`src/hdl/jmsp_pkg.sv`:
```
`default_nettype none

package jmsp_pkg;

	// Byte values with a fixed meaning in the stream
	localparam logic [7:0] BYTE_FF  = 8'hFF;
	localparam logic [7:0] CODE_SOI = 8'hD8;
	localparam logic [7:0] CODE_EOI = 8'hD9;
	localparam logic [7:0] CODE_SOS = 8'hDA;

	// Byte classes
	localparam logic [2:0] CLS_FILL    = 3'd0;
	localparam logic [2:0] CLS_MARKER  = 3'd1;
	localparam logic [2:0] CLS_LENGTH  = 3'd2;
	localparam logic [2:0] CLS_PAYLOAD = 3'd3;
	localparam logic [2:0] CLS_IMAGE   = 3'd4;
	localparam logic [2:0] CLS_PADDING = 3'd5;
	localparam logic [2:0] CLS_IGNORED = 3'd6;

	// Error codes
	localparam logic [2:0] ERR_NONE      = 3'd0;
	localparam logic [2:0] ERR_FILL      = 3'd1;
	localparam logic [2:0] ERR_BAD_CODE  = 3'd2;
	localparam logic [2:0] ERR_SHORT_LEN = 3'd3;
	localparam logic [2:0] ERR_TRUNC     = 3'd4;

	// Configuration register indexes and reset values
	localparam int unsigned CFG_IDX_W = 1;
	localparam logic [CFG_IDX_W-1:0] CFG_MARKER_LOW  = 1'b0;
	localparam logic [CFG_IDX_W-1:0] CFG_MARKER_HIGH = 1'b1;
	localparam logic [7:0] MARKER_LOW_RST  = 8'd192;
	localparam logic [7:0] MARKER_HIGH_RST = 8'd254;

	// One classified byte as it waits in the result queue
	typedef struct packed {
		logic [7:0] value;
		logic [2:0] cls;
		logic [7:0] marker;
		logic [2:0] err;
		logic       last;
	} result_t;

endpackage

`default_nettype wire

```
`src/hdl/jpeg_marker_segment_parser_core.sv`:
```
`default_nettype none

// Channel  | Handshake          | Payload
// ---------+--------------------+-----------------------------------------------------
// input    | in_valid/in_stall  | data_byte, last_byte
// output   | out_valid/out_stall| byte_value, byte_class, marker_code, error_code,
//          |                    | last_of_run
// config   | cfg_write          | cfg_index, cfg_data
//
// One byte is accepted per cycle while in_stall is low; the input register holds it
// while it is parsed, and its results go into the result queue that drives the output.
// A byte gives zero, one or two results; a four-entry result queue takes them,
// and a byte that gives two results presents them on the output in turn.
// in_stall rises while the parse register holds a byte and the queue holds three
// or more results. Reset clears control state and loads the marker range 0xC0..0xFE.

module jpeg_marker_segment_parser_core
	import jmsp_pkg::*;
#(
	parameter int unsigned MAX_FILL = 10
) (
	input  wire logic                 clk,
	input  wire logic                 arst_n,
	input  wire logic                 cfg_write,
	input  wire logic [CFG_IDX_W-1:0] cfg_index,
	input  wire logic [7:0]           cfg_data,
	input  wire logic                 in_valid,
	output      logic                 in_stall,
	input  wire logic [7:0]           data_byte,
	input  wire logic                 last_byte,
	output      logic                 out_valid,
	input  wire logic                 out_stall,
	output      logic [7:0]           byte_value,
	output      logic [2:0]           byte_class,
	output      logic [7:0]           marker_code,
	output      logic [2:0]           error_code,
	output      logic                 last_of_run
);

	typedef enum logic [2:0] {
		PH_EXPECT,
		PH_LEN_HI,
		PH_LEN_LO,
		PH_PAYLOAD,
		PH_ENTROPY,
		PH_PADDING
	} phase_t;

	localparam logic [3:0] FILL_LIMIT = 4'(MAX_FILL);

	// configuration
	logic [7:0] marker_low_q, marker_high_q;

	// input register
	logic       valid_s1;
	logic [7:0] data_s1;
	logic       last_s1;

	// parser state
	phase_t      phase_q, phase_n;
	logic [3:0]  fill_q, fill_n;
	logic [15:0] left_q, left_n;
	logic [7:0]  cur_q, cur_n;
	logic        held_q, held_n;
	logic        image_q, image_n;
	logic [2:0]  err_q, err_n;

	// result queue
	result_t    queue_q [4];
	logic [1:0] wr_ptr_q, rd_ptr_q;
	logic [2:0] count_q;

	result_t     r0, r1;
	logic [1:0]  n_res, push;
	logic        advance, accept, pop, trunc, eoi_hit;
	logic [15:0] len;

	// advance when the queue has room for two results
	assign advance  = valid_s1 && (count_q <= 3'd2);
	assign in_stall = valid_s1 && !advance;
	assign accept   = in_valid && !in_stall;
	assign pop      = out_valid && !out_stall;
	assign push     = advance ? n_res : 2'd0;

	// parse the held byte
	always_comb begin
		phase_n = phase_q;
		fill_n  = fill_q;
		left_n  = left_q;
		cur_n   = cur_q;
		held_n  = held_q;
		image_n = image_q;
		err_n   = err_q;
		r0      = '0;
		r1      = '0;
		n_res   = 2'd0;
		eoi_hit = 1'b0;
		len     = left_q | {8'h00, data_s1};
		trunc   = 1'b0;

		if (err_q != ERR_NONE) begin
			r0    = '{data_s1, CLS_IGNORED, 8'h00, err_q, 1'b0};
			n_res = 2'd1;
		end else begin
			unique case (phase_q)
				PH_EXPECT: begin
					n_res = 2'd1;
					if (data_s1 == BYTE_FF) begin
						fill_n = fill_q + 4'd1;
						if (fill_n >= FILL_LIMIT) err_n = ERR_FILL;
						r0 = '{data_s1, CLS_FILL, 8'h00, err_n, 1'b0};
					end else begin
						fill_n = 4'd0;
						if (data_s1 < marker_low_q || data_s1 > marker_high_q) begin
							err_n = ERR_BAD_CODE;
							r0 = '{data_s1, CLS_MARKER, data_s1, ERR_BAD_CODE, 1'b0};
						end else begin
							cur_n = data_s1;
							r0 = '{data_s1, CLS_MARKER, data_s1, ERR_NONE, 1'b0};
							if (data_s1 == CODE_EOI && image_q) phase_n = PH_PADDING;
							else if (data_s1 != CODE_SOI && data_s1 != CODE_EOI)
								phase_n = PH_LEN_HI;
						end
					end
				end
				PH_LEN_HI: begin
					left_n  = {data_s1, 8'h00};
					r0      = '{data_s1, CLS_LENGTH, cur_q, ERR_NONE, 1'b0};
					n_res   = 2'd1;
					phase_n = PH_LEN_LO;
				end
				PH_LEN_LO: begin
					n_res = 2'd1;
					if (len < 16'd2) begin
						err_n = ERR_SHORT_LEN;
						r0 = '{data_s1, CLS_LENGTH, cur_q, ERR_SHORT_LEN, 1'b0};
					end else begin
						left_n = len - 16'd2;
						r0 = '{data_s1, CLS_LENGTH, cur_q, ERR_NONE, 1'b0};
						if (left_n != 16'd0) phase_n = PH_PAYLOAD;
						else if (cur_q == CODE_SOS) begin
							phase_n = PH_ENTROPY;
							image_n = 1'b1;
						end else phase_n = PH_EXPECT;
					end
				end
				PH_PAYLOAD: begin
					if (left_q != 16'd0) left_n = left_q - 16'd1;
					r0    = '{data_s1, CLS_PAYLOAD, cur_q, ERR_NONE, 1'b0};
					n_res = 2'd1;
					if (left_n != 16'd0) phase_n = PH_PAYLOAD;
					else if (cur_q == CODE_SOS) begin
						phase_n = PH_ENTROPY;
						image_n = 1'b1;
					end else phase_n = PH_EXPECT;
				end
				PH_ENTROPY: begin
					// release a held 0xFF, as EOI prefix or as image data
					if (held_q) begin
						held_n = 1'b0;
						if (data_s1 == CODE_EOI) begin
							eoi_hit = 1'b1;
							r0      = '{BYTE_FF, CLS_FILL, 8'h00, ERR_NONE, 1'b0};
							r1      = '{data_s1, CLS_MARKER, data_s1, ERR_NONE, 1'b0};
							n_res   = 2'd2;
							cur_n   = CODE_EOI;
							phase_n = PH_PADDING;
						end else begin
							r0    = '{BYTE_FF, CLS_IMAGE, cur_q, ERR_NONE, 1'b0};
							n_res = 2'd1;
						end
					end
					if (!eoi_hit) begin
						if (data_s1 == BYTE_FF && !last_s1) held_n = 1'b1;
						else if (n_res == 2'd1) begin
							r1    = '{data_s1, CLS_IMAGE, cur_q, ERR_NONE, 1'b0};
							n_res = 2'd2;
						end else begin
							r0    = '{data_s1, CLS_IMAGE, cur_q, ERR_NONE, 1'b0};
							n_res = 2'd1;
						end
					end
				end
				default: begin
					r0    = '{data_s1, CLS_PADDING, cur_q, ERR_NONE, 1'b0};
					n_res = 2'd1;
				end
			endcase
		end

		// flag truncation on the final result and restart for the next file
		if (last_s1) begin
			trunc = phase_n == PH_LEN_HI || phase_n == PH_LEN_LO ||
				phase_n == PH_PAYLOAD || (phase_n == PH_EXPECT && fill_n != 4'd0);
			if (trunc && err_n == ERR_NONE) begin
				if (n_res == 2'd2) r1.err = ERR_TRUNC;
				else if (n_res == 2'd1) r0.err = ERR_TRUNC;
			end
			phase_n = PH_EXPECT;
			fill_n  = 4'd0;
			left_n  = 16'd0;
			cur_n   = 8'h00;
			held_n  = 1'b0;
			image_n = 1'b0;
			err_n   = ERR_NONE;
		end

		// mark the final result of this byte
		if (n_res == 2'd2) r1.last = 1'b1;
		else if (n_res == 2'd1) r0.last = 1'b1;
	end

	// hold configuration, input register, parser state and queue control
	always_ff @(posedge clk or negedge arst_n) begin
		if (!arst_n) begin
			marker_low_q  <= MARKER_LOW_RST;
			marker_high_q <= MARKER_HIGH_RST;
			valid_s1      <= 1'b0;
			phase_q       <= PH_EXPECT;
			fill_q        <= 4'd0;
			left_q        <= 16'd0;
			cur_q         <= 8'h00;
			held_q        <= 1'b0;
			image_q       <= 1'b0;
			err_q         <= ERR_NONE;
			wr_ptr_q      <= 2'd0;
			rd_ptr_q      <= 2'd0;
			count_q       <= 3'd0;
		end else begin
			if (cfg_write) begin
				unique case (cfg_index)
					CFG_MARKER_LOW:  marker_low_q  <= cfg_data;
					CFG_MARKER_HIGH: marker_high_q <= cfg_data;
					default: ;
				endcase
			end
			if (accept) valid_s1 <= 1'b1;
			else if (advance) valid_s1 <= 1'b0;
			if (advance) begin
				phase_q <= phase_n;
				fill_q  <= fill_n;
				left_q  <= left_n;
				cur_q   <= cur_n;
				held_q  <= held_n;
				image_q <= image_n;
				err_q   <= err_n;
			end
			wr_ptr_q <= wr_ptr_q + push;
			rd_ptr_q <= rd_ptr_q + {1'b0, pop};
			count_q  <= count_q + {1'b0, push} - {2'b00, pop};
		end
	end

	// capture the input beat and the result entries
	always_ff @(posedge clk) begin
		if (accept) begin
			data_s1 <= data_byte;
			last_s1 <= last_byte;
		end
		if (push != 2'd0) queue_q[wr_ptr_q] <= r0;
		if (push == 2'd2) queue_q[wr_ptr_q + 2'd1] <= r1;
	end

	// drive the head of the queue
	assign out_valid   = count_q != 3'd0;
	assign byte_value  = queue_q[rd_ptr_q].value;
	assign byte_class  = queue_q[rd_ptr_q].cls;
	assign marker_code = queue_q[rd_ptr_q].marker;
	assign error_code  = queue_q[rd_ptr_q].err;
	assign last_of_run = queue_q[rd_ptr_q].last;

endmodule

`default_nettype wire

```
`config.mk`:
```
export PLATFORM = sky130hd
export DESIGN_NAME = jpeg_marker_segment_parser_core
export DESIGN_NICKNAME = d
export VERILOG_FILES = /design/src/hdl/jmsp_pkg.sv /design/src/hdl/jpeg_marker_segment_parser_core.sv
export SDC_FILE = /design/constraint.sdc
export NUM_CORES = 1
export LEC_CHECK = 0
export BUFFER_PORTS_ARGS = -buffer_cell sky130_fd_sc_hd__buf_2
export CORE_UTILIZATION = 62
export DETAILED_ROUTE_END_ITERATION = 6
export PLACE_DENSITY = 0.81
export SLEW_MARGIN = 40
export SYNTH_ARGS = -nofsm -noshare
export SYNTH_HDL_FRONTEND = slang
export SYNTH_SLANG_ARGS = --single-unit
```
`constraint.sdc`:
```
create_clock -name clk -period 3.5 [get_ports clk]
set_clock_uncertainty 0.1 [all_clocks]
set_input_delay 0.7 -clock clk [delete_from_list [all_inputs] [get_ports clk]]
set_output_delay 0.7 -clock clk [all_outputs]
set_load 0.01 [all_outputs]
```
; Word level (Yosys, flattened, before mapping)
; Memory sizes are Yosys's and may differ from the RTL's.
; Cells that the tools add are included.
[classes]
magnitude_cmp = 5
n_mux = 97
n_reduce_logical = 38
n_addsub = 8
bitwise_logic = 2
eq_ne = 24
[op_table]
columns = cell, n
row1 = 23-bit 2-to-1 mux, 12
row2 = 23-bit case mux with 5 select lines, 1
row3 = 16-bit 2-to-1 mux, 6
row4 = 3-bit 2-to-1 mux, 27
row5 = 8-bit 2-to-1 mux, 6
row6 = 16-bit case mux with 3 select lines, 1
row7 = 16-bit nonzero test, 3
row8 = 8-bit equality test (second input constant), 3
row9 = 1-bit 2-to-1 mux, 24
row10 = 3-bit inequality test (second input constant), 7
row11 = 2-bit 2-to-1 mux, 10
row12 = 16-bit by 2-bit less-than comparator with 1-bit output (second input constant), 1
row13 = 4-bit 2-to-1 mux, 4
row14 = 8-bit inequality test (second input constant), 2
row15 = 16-bit by 8-bit OR with 16-bit output, 1
row16 = 8-bit case mux with 2 select lines, 1
row17 = 16-bit by 1-bit subtractor with 16-bit output (second input constant), 1
row18 = 16-bit by 2-bit subtractor with 16-bit output (second input constant), 1
row19 = 15-bit 2-to-1 mux, 1
row20 = 3-bit case mux with 5 select lines, 1
row21 = 13-bit 2-to-1 mux, 1
row22 = 3-bit by 2-bit equality test with 1-bit output (second input constant), 4
row23 = 3-bit nonzero test, 4
row24 = 1-bit logical AND, 9
row25 = other kinds (28), 43
[word_totals]
elab_cells = 190
n_memories = 1
ram_bits = 92
reg_bits = 69
in_bits = 23
out_inout_bits = 25
[mem_list]
columns = memory, words, word_bits, read_ports, rd_ports_with_merged_regs, write_ports, line
row1 = queue_q, 4, 23, 1, 0, 2, jpeg_marker_segment_parser_core.sv:69  ; result_t queue_q [4];

; Longest topological paths before layout
; Gate-level depths: netlist of the first run.
[logic_depth]
word_depth = 16
mapped_depth = 12
ltp_nobuf = 11

; Worst setup path after synthesis of the first run
; No wires, ideal clock.
[synth_path]
kind = reg-to-reg
from = register err_q[1]
to = register count_q[2]
period_less_slack_ns = 2.866
path_buffers = 1
setup_slack_ns = 0.634
t_arrival_ns = 2.643
stages_incl_launch_ff = 12
setup_ns = 0.123
t_required_ns = 3.277
cell_sequence = dfrtp_1 -> nor3_1 -> clkbuf_1 -> nand2_1 -> o21ai_0 -> ha_1 -> inv_1 -> ha_1 -> inv_1 -> fa_1 -> xor2_1 -> xnor2_1
[synth_via]
elab_chain_cells = 5
[synth_rtl]
columns = item, line
row1 = "start, declared", jpeg_marker_segment_parser_core.sv:66  ; logic [2:0] err_q, err_n;
row2 = "start signal, assigned", jpeg_marker_segment_parser_core.sv:246  ; err_q <= err_n;
row3 = 3-bit nonzero test, jpeg_marker_segment_parser_core.sv:101  ; if (err_q != ERR_NONE) begin
row4 = 2-bit 2-to-1 mux, jpeg_marker_segment_parser_core.sv:101
row5 = 2-bit 2-to-1 mux, jpeg_marker_segment_parser_core.sv:83  ; assign push = advance ? n_res : 2'd0;
row6 = 3-bit by 2-bit adder with 3-bit output, jpeg_marker_segment_parser_core.sv:250  ; count_q <= count_q + {1'b0, push} - {2'b00, pop};
row7 = 3-bit by 1-bit subtractor with 3-bit output, jpeg_marker_segment_parser_core.sv:250
row8 = "end signal, assigned", jpeg_marker_segment_parser_core.sv:250
row9 = "end, declared", jpeg_marker_segment_parser_core.sv:71  ; logic [2:0] count_q;
; Every way passes these cells.
; A chain may end at the register's enable or synchronous reset.

; Final worst setup path of the first run
[layout_path]
from = register marker_high_q[5]
to = register cur_q[4]
[layout_via]
elab_chain_cells = 4
[layout_rtl]
columns = item, line
row1 = "start, declared", jpeg_marker_segment_parser_core.sv:52  ; logic [7:0] marker_low_q, marker_high_q;
row2 = "start signal, assigned", jpeg_marker_segment_parser_core.sv:233  ; CFG_MARKER_HIGH: marker_high_q <= cfg_data;
row3 = 8-bit > comparator, jpeg_marker_segment_parser_core.sv:114  ; if (data_s1 < marker_low_q || data_s1 > marker_high_q) begin
row4 = 1-bit logical OR, jpeg_marker_segment_parser_core.sv:114
row5 = 3-bit inequality test (no source line), --
row6 = 7-bit AND reduction (no source line), --
row7 = "end signal, assigned", jpeg_marker_segment_parser_core.sv:243  ; cur_q <= cur_n;
row8 = "end, declared", jpeg_marker_segment_parser_core.sv:63  ; logic [7:0] cur_q, cur_n;
; Every way passes these cells.

==> flow_metrics.env, run 1 <==
export IMPL_syn_to_final_growth_pct=11.0
export IMPL_clk_pin_slew_ps=60
export IMPL_worstPathMaxFanout=13
export IMPL_setup_viol=0
export IMPL_path_class="flop to flop"
export IMPL_vdd_ir_drop_max_mv=0.494
export IMPL_fin_crit_ps=3220
export IMPL_dp_hpwl_um=15700
export IMPL_clk_latency_ps=430
export IMPL_grt_antenna_before_repair=0
export IMPL_htreeDepth=4
export IMPL_cp_data_required_time_ps=3720
export IMPL_cts_tree="yes"
export IMPL_grt_max_degree=35
export IMPL_wl_per_cell_um=19.9
export IMPL_route_final_wire_length_um=22400
export IMPL_async_flop_share=0.373
export IMPL_yosys_area_top_type_share=0.291
export IMPL_drc_errors=0
export IMPL_hold_path_class="primary input to asynchronous set/reset pin"
export IMPL_ioPinCount=48
export IMPL_cts_buffers=17
export IMPL_drive_gt1_frac=0.195
export IMPL_fin_ws_ps=280
export IMPL_synthCells=887
export IMPL_grt_ovfl_total=0
export IMPL_grt_pass1_wl_um=36000
export IMPL_firstDrtPassIters=7
export IMPL_layout_commonest_cell="nand2_1"
export IMPL_synth_nets=935
export IMPL_syn_avg_cell_area_um2=10.3
export IMPL_post_cts_buffers=0
export IMPL_ys_top_cells_by_area="edfxtp_1 29%, dfrtp_1 14%, mux4_2 5.6%"
export IMPL_grt_pass1_vias=6916
export IMPL_synth_flop_cell="edfxtp_1"
export IMPL_yosysTopAreaCell="edfxtp_1"
export IMPL_nNetsFinal=974
export IMPL_cp_num_buf_inv=1
export IMPL_start_kind="flop"
export IMPL_routed_via_density=6.55
export IMPL_post_place_ws_ps=366
export IMPL_setup_tns_ps=0
export IMPL_cts_hold_buf=0
export IMPL_worstPathArrival_ps=3440
export IMPL_rsz0062_at_grt="no"
export IMPL_holdWs_ps=188
export IMPL_period_share=0.920
export IMPL_max_clock_path_buffers=2
export IMPL_drt_iter0_drc=919
export IMPL_cap_viol_max_count=0
export IMPL_yosysSeqAreaShare=0.483
export IMPL_p_per_area_nw_per_um2=846
export IMPL_fmax_mhz=311
export IMPL_netlist_cell_type_count=77
export IMPL_num_antenna_cells=0
export IMPL_synth_seq_cells=161
export IMPL_leakage_uw=0.00417
export IMPL_mappedNetlistArea_um2=9170
export IMPL_core_um2=14500
export IMPL_cts_resized=0
export IMPL_start_util=0.633
export IMPL_status="finished, final reports clean"
export IMPL_dieArea_um2=15300
export IMPL_final_hold_violation_count=0
export IMPL_critPathTopFamily="compound AO/OA/AOI/OAI gates"
export IMPL_slew_viol_final=0
export IMPL_r2r_slack_ps=280
export IMPL_crit_path_top_delay_cell="dfstp_2"
export IMPL_tightest_slew_ps=647
export IMPL_slew_headroom=0.569
export IMPL_synth_edf_count=89
export IMPL_grt_usage=0.314
export IMPL_final_cell_mix="90 x nand2_1, 89 x edfxtp_1, 74 x o21ai_0"
export IMPL_cts_root_buffer="clkbuf_16"
export IMPL_critical_path_max_stage_delay_ps=540
export IMPL_via_count=7359
export IMPL_dieWidth_um=124
export IMPL_port_buffers=47
export IMPL_antenna_left=0
export IMPL_worst_setup_path_end_kind="flop"
export IMPL_cts_sinks=161
export IMPL_fp_row_count=44
export IMPL_die_h_um=124
export IMPL_place_gp_congestion=0.982
export IMPL_yosys_warnings=0
export IMPL_crit_path_cell_trace="inv_1 -> ha_1 -> a211oi_1 -> nor2_1 -> o22a_1 -> nor4_2 -> nand3_1 -> a21oi_2 -> nor3b_1 -> a221o_1"
==> stage by stage <==
step           cells   util  area [µm²]  power [µW]
6_report        1123  0.703       10200        8610
5_1_grt         1123  0.703       10200        9190
4_1_cts         1123  0.703       10200        8580
3_5_place_dp    1091  0.664        9610        6790
3_3_place_gp    1091  0.664        9610        6710
2_1_floorplan    887      -        9170        5730
==> power by group <==
group | leakage (µW) | switching (µW) | total [µW] | internal (µW)
logic | 0.00219 | 2400 | 3990 | 1590
clock network | 0.000276 | 755 | 1800 | 1040
registers | 0.00170 | 306 | 2830 | 2520
==> metal layers <==
metal / track usage / routed length (µm) / share of wire
met1: 0.419 / 9310 / 0.42
met2: 0.499 / 10600 / 0.47
met3: 0.0614 / 1620 / 0.072
met4: 0.142 / 830 / 0.037
met5: 0 / 0 / 0
==> cells in the mapped netlist (all sizes together), types with 4 or more instances <==
master / n
a211oi: 5
nand2: 91
nor4: 14
xnor2: 12
o211ai: 6
nand2b: 5
nor3: 32
clkbuf: 29
ha: 24
a22o: 9
dfxtp: 12
a221o: 5
a2bb2oi: 4
edfxtp: 89
dfrtp: 51
inv: 38
o31ai: 8
nor3b: 8
nand3: 34
and3: 7
mux4: 23
a31oi: 11
xor2: 6
nor2b: 8
nand4: 7
nor2: 57
or3: 6
o21ai: 78
a21oi: 38
mux2: 9
dfstp: 9
o22ai: 46
buf: 34
and2: 6
a21o: 30
==> sequential cells by signal, indices dropped and copies added, names as in the netlist <==
name / flops
last_s1: 1
image_q: 1
rd_ptr_q: 2
cur_q: 8
err_q: 3
held_q: 1
data_s1: 8
wr_ptr_q: 2
left_q: 16
marker_high_q: 8
valid_s1: 1
count_q: 3
phase_q: 3
marker_low_q: 8
queue_q: 92
fill_q: 4
==> worst reg2reg max path: cells and delay by family, from the launching register on <==
family | cells | cell delay, ps
AOI/OAI and AO/OA | 4 | 1270
and+or+nand+nor | 4 | 850
DFF | 1 | 540
adders and majority gates | 1 | 300
buffers and inverters | 1 | 50
==> cells by family after synthesis <==
group                      count (synthesis)  synth area share
AOI/OAI and AO/OA                        263             0.184
DFF                                      161             0.483
adders and majority gates                 25            0.0349
xor gates and xnor gates                  18            0.0172
muxes                                     33            0.0686
buffers and inverters                    101            0.0477
and+or+nand+nor                          286             0.165
==> worst paths after layout <==
check	start	endpoint	cells after the start
worst max-delay path	marker_high_q[5]	cur_q[4]	10
worst min-delay path	arst_n	left_q[0]	1
worst max register to register	marker_high_q[5]	cur_q[4]	10
worst min register to register	queue_q[0][2]	queue_q[0][2]	2
max in group asynchronous	arst_n	err_q[1]	2
min in group clk	last_byte	last_s1	1
==> final cells by class <==
class	instances	area (µm²)
sequential	161	4430
multi-input combinational	625	4310
fill	1046	4300
timing repair buffer	83	505
clock buffer	18	429
tap	184	230
inverter	38	143
clock inverter	14	136
(Power assumes the default switching activity.)
==> run 2, diff against run 1 <==
--- a/config.mk
+++ b/config.mk
@@ -5,7 +5,7 @@
 export SDC_FILE = /design/constraint.sdc
 export NUM_CORES = 1
 export LEC_CHECK = 0
-export BUFFER_PORTS_ARGS = -buffer_cell sky130_fd_sc_hd__buf_2
+export BUFFER_PORTS_ARGS = -buffer_cell sky130_fd_sc_hd__buf_4
 export CORE_UTILIZATION = 62
 export DETAILED_ROUTE_END_ITERATION = 6
 export PLACE_DENSITY = 0.81
==> run 2 against run 1 <==
Maximum frequency decreased by 2.3%. Routed wire length is 2.9% higher. Cell area is 1.7% higher. Global-route usage is 0.68 points higher. Final cell count grew 0.62%. Utilization increased by 1.2 points. Critical path depth is 1 lower. Setup slack lost 76 ps. Largest cell class unchanged. Combinational power rose by 4%. Critical endpoint is now cur_q[7].
==> flow_metrics.env, run 2 (same netlist as run 1, synthesis figures left out) <==
export IMPL_status="finished, final reports clean"
export IMPL_syn_to_final_growth_pct=12.9
export IMPL_drc_errors=0
export IMPL_clk_pin_slew_ps=60
export IMPL_wl_per_cell_um=20.4
export IMPL_r2r_cells=9
export IMPL_holdWs_ps=138
export IMPL_reg2reg_from="data_s1[5]"
export IMPL_drt_iter0_drc=1071
export IMPL_nFillCells=1040
export IMPL_htreeDepth=4
export IMPL_top_layer_used="met4"
export IMPL_via_count=7563
export IMPL_cts_resized=0
export IMPL_cts_hold_buf=0
export IMPL_clk_latency_ps=430
export IMPL_place_gp_congestion=0.985
export IMPL_cap_viol_max_count=0
export IMPL_final_hold_violation_count=0
export IMPL_num_antenna_cells=0
export IMPL_vdd_ir_drop_max_mv=0.520
export IMPL_grt_pass1_vias=7168
export IMPL_grt_antenna_before_repair=0
export IMPL_regToRegEndpoint="cur_q[7]"
export IMPL_dp_hpwl_um=16300
export IMPL_core_um2=14500
export IMPL_grt_ovfl_total=0
export IMPL_slew_viol_final=0
export IMPL_firstDrtPassIters=5
export IMPL_hold_path_class="primary input to asynchronous set/reset pin"
export IMPL_slew_headroom=0.563
export IMPL_routed_via_density=6.69
export IMPL_r2r_slack_ps=200
export IMPL_cts_root_buffer="clkbuf_16"
export IMPL_max_clock_path_buffers=2
export IMPL_rsz0062_at_grt="no"
export IMPL_cts_sinks=161
export IMPL_ioPinCount=48
export IMPL_layout_commonest_cell="nand2_1"
export IMPL_die_h_um=124
export IMPL_dp_cells=1098
export IMPL_path_class="flop to flop"
export IMPL_post_cts_buffers=0
export IMPL_fin_cells=1130
export IMPL_fin_crit_ps=3300
export IMPL_dieWidth_um=124
export IMPL_fp_row_count=44
export IMPL_largest_reg_flops=92
export IMPL_grt_max_degree=61
export IMPL_setup_tns_ps=0
export IMPL_grt_pass1_wl_um=36700
export IMPL_leakage_uw=0.00424
export IMPL_start_kind="flop"
export IMPL_wl_met3_um=2150
export IMPL_cts_tree="yes"
export IMPL_fmax_mhz=303
export IMPL_dieArea_um2=15300
export IMPL_worstPathMaxFanout=13
export IMPL_port_buffers=47
export IMPL_worstPathArrival_ps=3510
export IMPL_final_cell_mix="90 x nand2_1, 89 x edfxtp_1, 89 x buf_4"
export IMPL_route_final_wire_length_um=23000
export IMPL_grt_usage=0.321
export IMPL_tightest_slew_ps=653
export IMPL_cp_data_required_time_ps=3710
export IMPL_period_share=0.942
export IMPL_setup_viol=0
export IMPL_wl_met2_um=11000
export IMPL_regMostFlops="queue_q"
export IMPL_met1_length_um=9220
export IMPL_cts_buffers=17
export IMPL_worst_setup_path_end_kind="flop"
export IMPL_antenna_left=0
export IMPL_start_util=0.633
export IMPL_nNetsFinal=981
export IMPL_reg_largest_list="queue_q x92, left_q x16"
export IMPL_drive_gt1_frac=0.199
export IMPL_p_per_area_nw_per_um2=849
## run 2: worst max path at each step
| stage | startpoint | cells past startpoint | to | slack, ps |
|---|---|---|---|---|
| global placement | left_q[0] | 10 | queue_q[3][3] | 430 |
| finish | data_s1[5] | 9 | cur_q[7] | 200 |
| CTS | data_s1[5] | 9 | cur_q[6] | 250 |
| floorplan | err_q[1] | 11 | count_q[2] | 630 |
| detailed placement | data_s1[5] | 9 | cur_q[6] | 370 |
| global route | data_s1[5] | 9 | cur_q[6] | 0.05 |
## run 2: final cells by class
type                       count  area (µm²)  share of cell area
sequential                   161        4430               0.427
multi-input combinational    625        4310               0.416
timing repair buffer          90         679              0.0656
clock buffer                  18         429              0.0415
tap                          184         230              0.0222
inverter                      38         143              0.0138
clock inverter                14         139              0.0134
## run 2: layer usage
metal / up-vias / GRT usage
met2: 477 / 0.518
met5: - / 0
met3: 81 / 0.0723
met4: 0 / 0.122
li1: 3428 / -
met1: 3577 / 0.424
## run 2: stage by stage
stage	area [µm²]	utilization	worst slack [ps]	power (µW)
detailed placement	9780	0.676	368	6950
global placement	9780	0.676	427	6850
global route	10400	0.715	0.0537	9340
CTS	10300	0.715	253	8750
finish	10400	0.715	204	8790
floorplan	9170	-	634	5730
## run 2: where the power goes
part	switching [µW]	internal, µW
clock	746	1040
sequential	339	2520
combinational	2430	1720
total	3510	5280
## run 2: critical path, stage by stage, from the launching register on
cell and delay (ps):
edfxtp_1 540, ha_1 370, a211oi_1 260, nor2_1 90, o22a_1 230, nor4_2 480, nand3_1 210, a21oi_2 520
nor3b_1 110, a221o_1 280
==> run 3, diff against run 2 <==
--- a/config.mk
+++ b/config.mk
@@ -5,6 +5,7 @@
 export SDC_FILE = /design/constraint.sdc
 export NUM_CORES = 1
 export LEC_CHECK = 0
+export ABC_AREA = 1
 export BUFFER_PORTS_ARGS = -buffer_cell sky130_fd_sc_hd__buf_4
 export CORE_UTILIZATION = 62
 export DETAILED_ROUTE_END_ITERATION = 6
==> run 3 against run 2 <==
Power increased by 13%. Clock-buffer cell count unchanged. Register-to-register slack improved by 140 ps. Final cell count increased by 20%. Maximum frequency increased by 4.3%. Cell area increased by 1.5%. Sequential power about the same. Area after synthesis increased by 0.83%. Critical path depth increased by 11. Sequential share of layout area decreased by 0.62 points. Critical endpoint is now count_q[2].
==> flow_metrics.env, run 3 <==
export IMPL_status="finished, final reports clean"
export IMPL_ys_top_cells_by_area="edfxtp_1 29%, dfrtp_1 14%, nand2_1 8.4%"
export IMPL_synth_nets=1157
export IMPL_leakage_uw=0.00445
export IMPL_dpl_cell_area_um2=9830
export IMPL_cts_root_buffer="clkbuf_16"
export IMPL_yosys_warnings=0
export IMPL_start_util=0.636
export IMPL_mappedNetlistArea_um2=9250
export IMPL_wl_per_cell_um=18.8
export IMPL_cts_resized=0
export IMPL_regMostFlops="queue_q"
export IMPL_drc_errors=0
export IMPL_dieArea_um2=15400
export IMPL_grt_pass1_vias=7834
export IMPL_dp_hpwl_um=17100
export IMPL_clk_latency_ps=440
export IMPL_route_final_wire_length_um=25600
export IMPL_path_class="flop to flop"
export IMPL_worst_setup_path_end_kind="flop"
export IMPL_cap_viol_max_count=0
export IMPL_die_h_um=124
export IMPL_period_share=0.903
export IMPL_stdcell_area_um2=10500
export IMPL_dieWidth_um=124
export IMPL_start_kind="flop"
export IMPL_cts_buffers=17
export IMPL_cts_tree="yes"
export IMPL_slew_viol_final=0
export IMPL_ioPinCount=48
export IMPL_dp_cells=1328
export IMPL_fp_row_count=44
export IMPL_cts_sinks=161
export IMPL_grt_max_degree=61
export IMPL_grt_ovfl_total=0
export IMPL_cts_hold_buf=0
export IMPL_final_cell_mix="208 x nand2_1, 133 x nor2_1, 126 x o21ai_0"
export IMPL_crit_path_cell_trace="nor2_4 -> inv_2 -> nor2_4 -> inv_2 -> nor2_2 -> inv_2 -> nor2_8 -> inv_2 -> nor2_4 -> a21oi_2 -> inv_2 -> nor2_4 -> inv_4 -> ha_1 -> inv_1 -> ha_1 -> inv_1 -> fa_1 -> xnor2_1 -> xor2_1"
export IMPL_worstPathMaxFanout=9
export IMPL_antenna_left=0
export IMPL_yosysTopAreaCell="edfxtp_1"
export IMPL_synth_commonest_cells="208 x nand2_1, 133 x nor2_1, 126 x o21ai_0, 117 x inv_1, 109 x o22ai_1"
export IMPL_crit_path_top_delay_cell="dfrtp_1"
export IMPL_htreeDepth=4
export IMPL_p_per_area_nw_per_um2=947
export IMPL_critical_path_max_stage_delay_ps=410
export IMPL_port_buffers=47
export IMPL_vdd_ir_drop_max_mv=0.578
export IMPL_post_cts_buffers=0
export IMPL_setup_viol=0
export IMPL_place_gp_congestion=1.02
export IMPL_rsz0062_at_grt="no"
export IMPL_grt_usage=0.351
export IMPL_yosys_area_top_type_share=0.289
export IMPL_num_antenna_cells=0
export IMPL_nNetsFinal=1211
export IMPL_layout_commonest_cell="nand2_1"
export IMPL_worstPathArrival_ps=3420
export IMPL_synthCells=1109
export IMPL_clk_pin_slew_ps=70
export IMPL_drt_iter0_drc=1172
export IMPL_final_hold_violation_count=0
export IMPL_yosysSeqAreaShare=0.479
export IMPL_reg_largest_list="queue_q x92, left_q x16"
export IMPL_fin_crit_ps=3160
export IMPL_setup_tns_ps=0
export IMPL_synth_flop_cell="edfxtp_1"
export IMPL_synth_edf_count=89
export IMPL_syn_to_final_growth_pct=13.6
export IMPL_async_flop_share=0.373
export IMPL_netlist_cell_type_count=41
export IMPL_core_um2=14500
export IMPL_fmax_mhz=316
export IMPL_synth_seq_cells=161
export IMPL_slew_headroom=0.504
export IMPL_drive_gt1_frac=0.135
export IMPL_holdWs_ps=121
export IMPL_post_synth_top_count_cell="nand2_1"
export IMPL_routed_via_density=6.29
export IMPL_tightest_slew_ps=741
export IMPL_fin_cells=1360
export IMPL_hold_path_class="primary input to asynchronous set/reset pin"
export IMPL_max_clock_path_buffers=2
export IMPL_largest_reg_flops=92
export IMPL_syn_avg_cell_area_um2=8.34
export IMPL_via_count=8552
export IMPL_cp_common_cell="inv_2"
export IMPL_grt_antenna_before_repair=0
export IMPL_grt_pass1_wl_um=40400
export IMPL_firstDrtPassIters=7
export IMPL_cp_data_required_time_ps=3760
[run 3: changes by cell type after synthesis, moves of 11 or more]
cell     previous run  this run
nor2_1             54       133
o21ai_1             3        14
buf_2              23         3
nand2_1            90       208
inv_2               0        13
mux4_2             23         0
o21ai_0            74       126
o22ai_1            46       109
nand3_1            34        45
nor3_1             29         4
inv_1              38       117
a21o_1             30         1
[run 3: kinds of logic after synthesis]
logic type,share of synthesized area
buffers and inverters,0.0790
and+or+nand+nor,0.210
adders and majority gates,0.0346
xor gates and xnor gates,0.0133
AOI/OAI and AO/OA,0.184
DFF,0.479
[run 3: through the flow]
| step | setup slack [ps] | power, µW | utilization |
|---|---|---|---|
| 2_1_floorplan | 578 | 6210 | - |
| 3_3_place_gp | 388 | 7660 | 0.676 |
| 3_5_place_dp | 358 | 7710 | 0.676 |
| 4_1_cts | 345 | 9840 | 0.722 |
| 5_1_grt | 39.4 | 10600 | 0.723 |
| 6_report | 339 | 9950 | 0.723 |
[run 3: power by group]
| part | internal [µW] | switching (µW) |
|---|---|---|
| clock | 1300 | 790 |
| sequential | 2570 | 265 |
| combinational | 1610 | 3420 |
[run 3: per-layer routing]
layer	share of wire	vias to the layer above	wire, µm	GRT usage
met5	0	-	0	0
li1	-	3952	-	-
met1	0.39	3943	10100	0.461
met4	0.032	0	822	0.143
met3	0.098	81	2520	0.0687
met2	0.48	576	12200	0.569
[run 3: final timing paths]
kind | slack, ps | end | cells after the start | startpoint
max | 340 | count_q[2] | 20 | phase_q[0]
min | 120 | left_q[8] | 1 | arst_n
max reg2reg | 340 | count_q[2] | 20 | phase_q[0]
min reg2reg | 380 | queue_q[2][2] | 2 | queue_q[2][2]
max in group asynchronous | 2760 | marker_high_q[1] | 1 | arst_n
min in group clk | 340 | data_s1[4] | 1 | data_byte[4]
[run 3: cell type report]
type	count	area, µm²
Tap cell	184	230
Fill cell	1122	4030
Sequential cell	161	4430
Clock buffer	18	439
Inverter	136	513
Multi-Input combinational cell	771	4100
Clock inverter	14	226
Timing Repair Buffer	76	574
[run 3: worst max-delay path: cells and delay by family (launching register included)]
| family | cells | cell delay [ps] |
|---|---|---|
| buf+inv | 8 | 620 |
| compound gates | 1 | 50 |
| flops | 1 | 410 |
| fa+ha+maj | 3 | 730 |
| simple gates | 6 | 810 |
| xor+xnor | 2 | 340 |
